`src/psc_queue.sv`:
```
`default_nettype none
module psc_queue #(
  parameter int unsigned WIDTH = 72
) (
  input  wire logic             clk,
  input  wire logic             rst,
  input  wire logic             push,
  input  wire logic [WIDTH-1:0] push_data,
  input  wire logic             pop,
  output logic      [WIDTH-1:0] pop_data,
  output logic                  full,
  output logic                  empty
);

  localparam int unsigned DEPTH = 4;
  localparam int unsigned PW    = $clog2(DEPTH);

  logic [WIDTH-1:0] slots [DEPTH];
  logic [PW-1:0]    wr_ptr;
  logic [PW-1:0]    rd_ptr;
  logic [PW:0]      fill;

  assign full     = (fill == (PW+1)'(DEPTH));
  assign empty    = (fill == '0);
  assign pop_data = slots[rd_ptr];

  // Store pushed requests
  always_ff @(posedge clk) begin
    if (push) slots[wr_ptr] <= push_data;
  end

  // Advance pointers and fill level
  always_ff @(posedge clk) begin
    if (rst) begin
      wr_ptr <= '0;
      rd_ptr <= '0;
      fill   <= '0;
    end else begin
      if (push) wr_ptr <= wr_ptr + PW'(1);
      if (pop)  rd_ptr <= rd_ptr + PW'(1);
      if (push && !pop)      fill <= fill + (PW+1)'(1);
      else if (pop && !push) fill <= fill - (PW+1)'(1);
    end
  end

endmodule
`default_nettype wire

```
`config.mk`:
```
export PLATFORM = sky130hd
export DESIGN_NAME = psc_queue
export DESIGN_NICKNAME = d
export VERILOG_FILES = /design/src/psc_queue.sv
export SDC_FILE = /design/constraint.sdc
export NUM_CORES = 1
export LEC_CHECK = 0
export BUFFER_PORTS_ARGS = -buffer_cell sky130_fd_sc_hd__buf_2
export CELL_PAD_IN_SITES_DETAIL_PLACEMENT = 1
export CELL_PAD_IN_SITES_GLOBAL_PLACEMENT = 1
export CORE_MARGIN = 2
export CORE_UTILIZATION = 50
export DETAILED_ROUTE_END_ITERATION = 16
export PLACE_DENSITY_LB_ADDON = 0.1
export SLEW_MARGIN = 25
export SYNTH_ARGS = -nofsm -noshare
export SYNTH_HDL_FRONTEND = slang
export SYNTH_SLANG_ARGS = --single-unit
```
`constraint.sdc`:
```
create_clock -name clk -period 3.4 [get_ports clk]
set_input_delay 0.68 -clock clk [delete_from_list [all_inputs] [get_ports clk]]
set_output_delay 0.68 -clock clk [all_outputs]
set_load 0.005 [all_outputs]
```
Yosys cells after proc, flatten, opt, wreduce, memory -nomap -nowiden
Memory sizes are Yosys's and may differ from the RTL's. A register that Yosys moved wholly into a read port is not among the register bits.
Cells that the tools add are included.
Widths: inputs -> output; s select.
{"block": "totals", "out_inout_bits": 74, "inputBits": 76, "latch_bits": 0, "reg_bits": 7, "romBits": 0, "n_memories": 1, "mem_bits_rw": 288, "elab_cells": 21}
{"memory": "slots", "words": 4, "width": 72, "rd": 1, "rd_ports_with_merged_regs": 1, "wr": 1, "line": "18", "rtl": "logic [WIDTH-1:0] slots [DEPTH];"}
{"block": "op_classes", "bitwise_logic": 0, "shifts": 0, "n_reduce_logical": 6, "add_sub_neg": 4, "mux": 6, "div_mod_pow": 0, "order_cmp": 0, "n_eq_ne": 1, "n_mul": 0}
{"cell": "$mux 3", "count": 2}
{"cell": "$add 2x1->2 const B", "count": 2}
{"cell": "$mux 2", "count": 2}
{"cell": "$add 3x1->3 const B", "count": 1}
{"cell": "$eq 3x3->1 const B", "count": 1}
{"cell": "$logic_not 3->1", "count": 1}
{"cell": "$sub 3x1->3 const B", "count": 1}
{"cell": "$logic_and 1x1->1", "count": 2}
{"cell": "$logic_not 1->1", "count": 2}
{"cell": "$mux 1", "count": 2}
{"cell": "$reduce_bool 2->1", "count": 1}

Depth between registers and ports, before layout
Gate-level depths: netlist (run 1).
{"block": "depth", "depth_word": 4, "mapped_depth": 7}

Worst setup path after synthesis (run 1)
OpenSTA, ideal clock, no wires.
{"block": "synth_path", "path_type": "input to register", "startpoint": "input port push", "endpoint": "memory slots[0][0] (enable)", "t_required_ns": 2.962, "n_path_buf": 0, "stages": 1, "setup_ns": 0.438, "path_slack_ns": 0.597, "arrival_time_ns": 2.365, "cell_sequence": "and2_1"}
{"block": "synth_between", "elab_chain_cells": 2}
{"item": "start: declaration", "line": "7", "rtl": "input wire logic push,"}
{"item": "$mux 1", "line": "29", "rtl": "if (push) slots[wr_ptr] <= push_data;"}
{"item": "$mux 1 (implied by the code)", "line": "29"}
{"item": "end: declaration", "line": "18"}
No other way between the ends.

==> results.yml, run 1 <==
min_path:
  hp-class: "in -> reg"
  worstHoldStart: "push_data[67]"
  holdPathEnd: "slots[0][67]$_DFFE_PP_"
  hold_depth: 1
setup_path:
  max_stage_delay_ns: 0.73
  worst-r2r-setup-slack_ns: 1.54
  cp-start-kind: "flip-flop"
  cp-end-kind: "output port"
  cp_slowest_cell: "dfxtp_4"
  crit_chain: "buf_12, mux4_2, buf_2"
  reg2reg_from: "wr_ptr[0]$_SDFFE_PP0P_"
  cp_top_family: "flip-flops"
  worstPathArrival_ns: 2.19
  rr_endpoint: "slots[1][51]$_DFFE_PP_"
  critPathMaxFanout: 37
  path_class: "reg -> out"
  ff2ff_path_depth: 3
  crit_buf_inv: 2
  worstPathRequired_ns: 2.72
synthesis:
  synthAdderAreaFrac: 0.00758
  synth_top_family_by_area: "multiplexers"
  synth-seq-cells: 297
  synth_ff_type: "edfxtp_1"
  synthXorXnorAreaFrac: 0.00402
  synth_top_area_cell: "edfxtp_1"
  ys_types: 22
  synthCells: 420
  syn_area_per_cell_um2: 25.9
  synth-compound-area-share: 0.000919
  synthTopCellsByCount: "edfxtp_1 (288), mux4_2 (70), dfxtp_1 (9)"
  syn_area_mm2: 0.0109
  synth-simple-area-share: 0.00677
  synth_mux_area_frac: 0.151
  synth_top_area_share: 0.794
  syn-num-nets: 502
  yosysMostFrequentCell: "edfxtp_1"
  yosys_warnings: 0
  async_reset_ff_frac: 0
  ys_top_cells_by_area: "edfxtp_1 (79%), mux4_2 (14%), dfxtp_1 (1.7%)"
  synth-edff-count: 288
  ys_seq_area_frac: 0.810
sta:
  fin_crit_sh: 0.843
  period_needed_ns: 2.87
  fin_setup_tns_ns: 0
  fin_skew_ns: 0.0157
  maxSlewViolCount: 0
  fmax_mhz: 349
  relSlewSlack: 0.583
  worst_slew_pin_slew_ns: 0.626
  grt_setup_unrepaired: "no"
  final_hold_viol_count: 0
  setup_viol: 0
clocking:
  cts_hold_buffers: 0
  cts_sinks: 297
  root_buffer: "clkbuf_16"
  postCtsSetupRepairBufs: 0
  htreeDepth: 1
  clk_pin_slew_worst_paths_ns: 0.06
  cts_buffer_depth: 3
  numCtsBuffers: 30
  clkLatencyLatePin_ns: 0.54
  tritoncts: "built"
  cts_resized: 0
power:
  ir_worst_vdd_v: 0.000456
  p_leak_nw: 4.40
  p_seq_frac: 0.515
  combinationalPowerShare: 0.085
  power_frac_clock: 0.399
  internal_power_mw: 6.57
  swShare: 0.207
  power_density_mw_per_mm2: 639
  total_power_mw: 8.29
  p_sw_mw: 1.72
placed_design:
  place_congestion: 0.704
  io_buffers: 149
  dpl.hpwl_um: 12600
  place_area_mm2: 0.0120
  placed_cells: 841
final_layout:
  fin_cells: 902
  drive_above_1_share: 0.453
  layout.nets: 675
  syn2layout_area_growth_pct: 19.2
  utilization: 0.601
  stdcell_area_mm2: 0.0130
  nFillCells: 1843
floorplanning:
  fp.dieArea_mm2: 0.0230
  die_h_um: 152
  core-area_mm2: 0.0216
  pin_count: 150
  rows: 54
  dieWidth_um: 152
  initial_core_util: 0.504
drt:
  vias_per_cell: 5.43
  wirelength_um: 20800
  route.detailed.drc: 0
  routedWlPerCell_um: 23.1
  ant_nets: 0
  drt_iter0_drc: 256
  first_pass_iters: 4
  via_count: 4898
grt:
  track_usage: 0.186
  grt_antenna_before_repair: 3
  grt_pass1_vias: 5416
  grt_pass1_wl_um: 31700
  grt_max_degree: 39
  gr-total-overflow: 0
job:
  drv_cap: 0
status:
  status: "complete, no violations"
## cell type report
class	instances	area, um^2	share of cell area
clock inverters	12	133	0.0102
well taps	280	350	0.0270
inverters	4	15.0	0.00116
clock buffers	43	881	0.0678
repair buffers	158	888	0.0684
multi-input cells	102	1870	0.144
flip-flops and latches	297	8840	0.680
diodes	6	15.0	0.00116
## cells in the final DEF, fill, tap and decap left out, types with 5 or more instances in the layout
cell,netlist,final
buf_12,7,6
dfxtp_1,9,7
nor2_1,7,7
ha_1,5,5
clkbuf_16,0,31
clkbuf_1,2,6
diode_2,0,6
clkbuf_8,0,6
buf_2,7,149
edfxtp_1,288,288
mux4_2,70,70
## how the worst max path moves through the flow
stage	depth (start not counted)	to	slack, ns	startpoint
finish	3	pop_data[18]	0.53	flip-flop
global route	3	pop_data[67]	0.43	flip-flop
CTS	3	pop_data[67]	0.51	flip-flop
detailed placement	3	pop_data[67]	1.10	flip-flop
global placement	3	pop_data[20]	1.09	flip-flop
floorplan	1	slots[0][0]$_DFFE_PP_	0.60	push
## flip-flops by register name (all words and copies together), names as in the netlist, named ones only
register,flops
slots,288
fill,3
rd_ptr,2
wr_ptr,2
## per-stage QoR
stage / hold slack [ns] / worst slack, ns
after floorplan: 0.466 / 0.597
final: 0.349 / 0.533
after global routing: 0.342 / 0.432
after CTS: 0.330 / 0.509
after global placement: 0.477 / 1.09
after detailed placement: 0.527 / 1.10
## worst register-to-register path: cells and delay by family (launching register included)
| family | cells | cell delay, ns |
|---|---|---|
| DFF | 1 | 0.40 |
| and+or+nand+nor | 1 | 0.52 |
| adders and majority gates | 1 | 0.20 |
| buffers and inverters | 1 | 0.40 |
## cells by family (layout without fill, tap and decap cells)
logic type	Yosys count	after routing
and+or+nand+nor	15	15
buffers and inverters	21	217
other	0	6
DFF	297	297
AOI/OAI and AO/OA	2	2
adders and majority gates	6	6
muxes	74	74
xor gates and xnor gates	5	5
## routing by layer
layer  up-vias  part of all wire  global-route usage
met5         -            0.0013                   0
met4         4             0.020              0.0454
met3        39             0.074              0.0503
met2       143              0.49               0.296
met1      2567              0.42               0.260
li1       2145                 -                   -
## power by group through the flow
stage	registers (mW)	clock network (mW)	logic [mW]
after global routing	4.29	3.49	0.782
after floorplan	4.32	0	0.436
after global placement	4.34	0	0.706
after detailed placement	4.35	0	0.726
final	4.28	3.31	0.707
after CTS	4.28	3.38	0.731
No activity file was read; power rests on OpenSTA's default activity.
==> run 2, diff against run 1 <==
Clock period 3.4 ns to 2.9 ns, I/O delays scaled along.
==> run 2 against run 1 <==
  * Via count increased by 0.71%
  * Sequential cell count unchanged
  * Critical path depth unchanged
  * Cell area increased by 0.28%
  * Die area unchanged
  * Highest routed layer unchanged
  * Register-to-register slack got worse by 0.43 ns
  * Utilization increased by 0.17 points
  * Global-route usage increased by 0.14 points
  * Setup slack got worse by 0.32 ns
  * First-iteration DRC count increased by 8.6%
==> results.yml, run 2 (same netlist as run 1, synthesis figures left out) <==
status:
  status: "complete, no violations"
clocking:
  clkLatencyLatePin_ns: 0.54
  htreeDepth: 1
  tritoncts: "built"
  root_buffer: "clkbuf_16"
  cts_resized: 0
  numCtsBuffers: 30
  cts_buffer_depth: 3
  clk_pin_slew_worst_paths_ns: 0.06
  cts_sinks: 297
drt:
  wirelength_um: 21000
  route.detailed.drc: 0
  ant_nets: 0
  drt_iter0_drc: 278
  via_count: 4933
  first_pass_iters: 5
  routedWlPerCell_um: 23.0
  vias_per_cell: 5.40
floorplanning:
  pin_count: 150
  initial_core_util: 0.504
  dieWidth_um: 152
  fp.dieArea_mm2: 0.0230
  die_h_um: 152
  rows: 54
  core-area_mm2: 0.0216
final_layout:
  largest_register_ffs: 288
  layout_common_cells: "edfxtp_1 (288), buf_2 (149), mux4_2 (70), clkbuf_16 (31), buf_4 (17)"
  layout.nets: 689
  drive_above_1_share: 0.459
  utilization: 0.602
  fin_cells: 913
  largestRegisters: "slots: 288 flops, fill: 3 flops"
  nFillCells: 1836
  top_register: "slots"
  syn2layout_area_growth_pct: 19.5
  layout_commonest_cell: "edfxtp_1"
setup_path:
  critPathMaxFanout: 35
  worstPathArrival_ns: 2.10
  worstPathRequired_ns: 2.32
  cp-start-kind: "flip-flop"
  ff2ff_path_depth: 4
  crit_chain: "buf_12, mux4_2, buf_2"
  cp_slowest_cell: "dfxtp_4"
  max_stage_delay_ns: 0.67
  cp-end-kind: "output port"
  path_class: "reg -> out"
sta:
  relSlewSlack: 0.641
  maxSlewViolCount: 0
  period_needed_ns: 2.68
  setup_viol: 0
  grt_setup_unrepaired: "no"
  hold_ws_ns: 0.249
  fin_crit_sh: 0.926
  final_hold_viol_count: 0
  fmax_mhz: 373
  worst_slew_pin_slew_ns: 0.538
  fin_skew_ns: 0.0145
  fin_setup_tns_ns: 0
grt:
  track_usage: 0.187
  grt_antenna_before_repair: 4
  gr-total-overflow: 0
  grt_pass1_wl_um: 31600
  grt_pass1_vias: 5408
  grt_max_degree: 38
power:
  ir_worst_vdd_v: 0.000532
  power_density_mw_per_mm2: 733
  p_leak_nw: 4.44
placed_design:
  dpl.hpwl_um: 13300
  place_congestion: 0.721
  placed_cells: 848
  io_buffers: 149
job:
  drv_cap: 0
min_path:
  hold_depth: 1
  hp-class: "in -> reg"
run 2: cell types whose count changed in the layout (fill, tap and decap cells not counted):
| cell | delta |
|---|---|
| buf_4 | +14 |
| clkbuf_1 | -2 |
| clkbuf_8 | -6 |
| clkinv_1 | +5 |
| clkinv_2 | +1 |
| diode_2 | -1 |
run 2: metrics by stage:
stage / total power [mW] / worst slack [ns] / cell area (um^2)
after floorplan: 5.58 / 0.197 / 10900
after global placement: 5.92 / 0.671 / 12000
final: 9.54 / 0.216 / 13000
after detailed placement: 5.97 / 0.644 / 12000
after CTS: 9.65 / 0.0635 / 13000
after global routing: 9.88 / 0.136 / 13000
run 2: final timing paths:
check | slack (ns) | endpoint | from
setup / recovery | 0.22 | pop_data[12] | flip-flop
hold / removal | 0.25 | slots[1][34]$_DFFE_PP_ | push_data[34]
setup reg to reg | 1.11 | slots[0][53]$_DFFE_PP_ | wr_ptr[0]$_SDFFE_PP0P_
hold reg to reg | 0.53 | fill[2]$_SDFFE_PP0P_ | fill[2]$_SDFFE_PP0P_
run 2: layout make-up:
type                       instances  area [um^2]  share of cell area
tap                              280          350              0.0269
clock buffer                      35          791              0.0607
sequential                       297         8840               0.678
antenna                            5         12.5            0.000961
clock inverter                    18          156              0.0120
inverter                           4         15.0             0.00115
multi-input combinational        102         1870               0.144
timing repair buffer             172          993              0.0763
run 2: routing by layer:
metal  wire length (um)  global-route usage  share of wire
met1               8420               0.251           0.40
met5                 27                   0         0.0013
met4                370              0.0532          0.018
met3               1490              0.0464          0.071
met2              10700               0.310           0.51
run 2: worst max-delay path: cells and delay by family, from the launching register on:
kind                   cells  cell delay [ns]
buffers and inverters      2             0.45
muxes                      1             0.38
DFF                        1             0.67
run 2: what timing repair did:
| item | 4_1_cts | 5_1_grt |
|---|---|---|
| setup endpoints to repair | 0 | 1 |
| setup buffers | 0 | 7 |
| hold buffers | 0 | 0 |
run 2: where the power goes:
part / total (mW) / leakage, nW / internal [mW] / switching (mW)
sequential: 5.01 / 2.72 / 4.93 / 0.0786
clock: 3.68 / 0.463 / 2.19 / 1.49
combinational: 0.856 / 1.26 / 0.438 / 0.418
==> run 3, diff against run 2 <==
Settings changed: ABC_AREA set to 1, CORE_UTILIZATION 50 to 48.
==> run 3 against run 2 <==
  * Sequential power shrank 1%
  * First-iteration DRC count increased by 35%
  * Sequential share of layout area fell by 2.8 points
  * Largest power group unchanged
  * Highest routed layer unchanged
==> results.yml, run 3 <==
status:
  status: "complete, no violations"
setup_path:
  path_class: "reg -> out"
  cp-end-kind: "output port"
  crit_buf_inv: 2
  max_stage_delay_ns: 0.47
  cp-start-kind: "flip-flop"
  crit_chain: "buf_12, o21ai_0, o22ai_2, buf_2"
  critPathMaxFanout: 144
  cp_top_family: "buffers and inverters"
  worstPathRequired_ns: 2.32
  worstPathArrival_ns: 2.09
  cp_slowest_cell: "buf_12"
min_path:
  hp-class: "in -> reg"
grt:
  grt_pass1_vias: 7441
  track_usage: 0.208
  grt_pass1_wl_um: 41300
  grt_antenna_before_repair: 5
  met1_usage: 0.261
  grt_max_degree: 145
  gr-total-overflow: 0
  gr-usage-met3: 0.0453
  top_usage_layer: "met2"
  use_met2: 0.363
clocking:
  clk_pin_slew_worst_paths_ns: 0.06
  htreeDepth: 1
  postCtsSetupRepairBufs: 0
  cts_hold_buffers: 0
  root_buffer: "clkbuf_16"
  numCtsBuffers: 30
  tritoncts: "built"
  cts_resized: 0
  cts_sinks: 297
  cts_buffer_depth: 3
  clkLatencyLatePin_ns: 0.54
synthesis:
  async_reset_ff_frac: 0
  synthTopCellsByCount: "edfxtp_1 (288), o21ai_0 (139), nor2_1 (100)"
  syn-num-nets: 836
  ys_seq_area_frac: 0.765
  ys_top_cells_by_area: "edfxtp_1 (75%), o21ai_0 (6.0%), o22ai_2 (5.4%)"
  yosys_warnings: 0
  synthCells: 754
  synth_ff_type: "edfxtp_1"
  synth-edff-count: 288
  synth_top_area_share: 0.749
  ys_types: 25
  synth_top_area_cell: "edfxtp_1"
  yosysMostFrequentCell: "edfxtp_1"
  syn_area_per_cell_um2: 15.3
  synth-seq-cells: 297
  syn_area_mm2: 0.0115
floorplanning:
  fp.dieArea_mm2: 0.0253
  core-area_mm2: 0.0235
  die_h_um: 159
  dieWidth_um: 159
  pin_count: 150
  rows: 56
  initial_core_util: 0.490
drt:
  ant_nets: 0
  first_pass_iters: 5
  drt_iter0_drc: 375
  vias_per_cell: 5.44
  routedWlPerCell_um: 21.0
  route.detailed.drc: 0
  via_count: 6827
  wirelength_um: 26300
final_layout:
  drive_above_1_share: 0.341
  nFillCells: 2315
  layout_common_cells: "edfxtp_1 (288), buf_2 (149), o21ai_0 (139), nor2_1 (100)"
  fin_cells: 1254
  top_register: "slots"
  syn2layout_area_growth_pct: 17.8
  seqCellArea_mm2: 0.00883
  layout.nets: 989
  stdcell_area_mm2: 0.0136
  largestRegisters: "slots: 288 flops, fill: 3 flops"
  layout_commonest_cell: "edfxtp_1"
  largest_register_ffs: 288
  utilization: 0.577
  multi_input_comb_area_mm2: 0.00236
sta:
  grt_setup_unrepaired: "no"
  hold_ws_ns: 0.201
  fin_ws_ns: 0.228
  setup_viol: 0
  relSlewSlack: 0.565
  period_needed_ns: 2.67
  maxSlewViolCount: 0
  fin_skew_ns: 0.00855
  fin_setup_tns_ns: 0
  worst_slew_pin_slew_ns: 0.653
  fin_crit_sh: 0.921
  fmax_mhz: 374
  final_hold_viol_count: 0
power:
  p_leak_nw: 4.75
  power_frac_clock: 0.383
  swShare: 0.227
  power_density_mw_per_mm2: 700
  combinationalPowerShare: 0.096
  p_seq_frac: 0.521
  internal_power_mw: 7.36
  total_power_mw: 9.51
  p_sw_mw: 2.16
  ir_worst_vdd_v: 0.000547
job:
  drv_cap: 0
placed_design:
  pre_cts_slack_ns: 0.794
  placed_cells: 1194
  dpl.hpwl_um: 15500
  io_buffers: 149
  place_congestion: 0.752
  place_area_mm2: 0.0126
[run 3: worst reg2reg max path, cell delays in order (launching register included)]
cell	delay, ns
dfxtp_1	0.37
inv_1	0.10
ha_1	0.22
nand2_1	0.10
clkinv_2	0.44
buf_12	0.41
[run 3: power groups by stage]
stage | Clock, mW | Combinational [mW] | Sequential [mW]
after floorplan | 0 | 0.509 | 5.04
after global placement | 0 | 0.874 | 5.03
after detailed placement | 0 | 0.920 | 5.05
after CTS | 3.72 | 0.925 | 4.96
after global routing | 3.88 | 1.01 | 4.97
final | 3.65 | 0.909 | 4.96
[run 3: layout make-up]
| cell class | instances | area share |
|---|---|---|
| tap | 319 | 0.0294 |
| timing repair buffer | 167 | 0.0722 |
| multi-input combinational | 394 | 0.174 |
| antenna | 5 | 0.000921 |
| inverter | 17 | 0.00562 |
| sequential | 297 | 0.650 |
| clock buffer | 38 | 0.0590 |
| clock inverter | 17 | 0.00939 |
[run 3: cells by family (layout without fill, tap and decap cells)]
group                    after synthesis  in the layout  synth area share
buffers and inverters                 63            239            0.0306
XOR/XNOR                               1              1          0.000759
adder cells (fa/ha/maj)                6              6           0.00716
other                                  0              5                 0
AND/OR/NAND/NOR                      163            163            0.0644
AO/OA/AOI/OAI                        224            224             0.132
flip-flops                           297            297             0.765
[run 3: routing by layer]
metal  vias to the layer above  wire (um)
li1                       3148          -
met1                      3470      11100
met2                       162      13200
met3                        45       1340
met4                         2        624
met5                         -         16
[run 3: path summary, 6_finish.rpt]
check	slack [ns]	start	endpoint	cells past startpoint
max reg2reg	1.00	wr_ptr[0]$_SDFFE_PP0P_	slots[0][65]$_DFFE_PP_	5
max	0.23	flip-flop	pop_data[3]	4
min reg2reg	0.44	rd_ptr[1]$_SDFFE_PP0P_	flip-flop	1
min	0.20	rst	fill[0]$_SDFFE_PP0P_	2
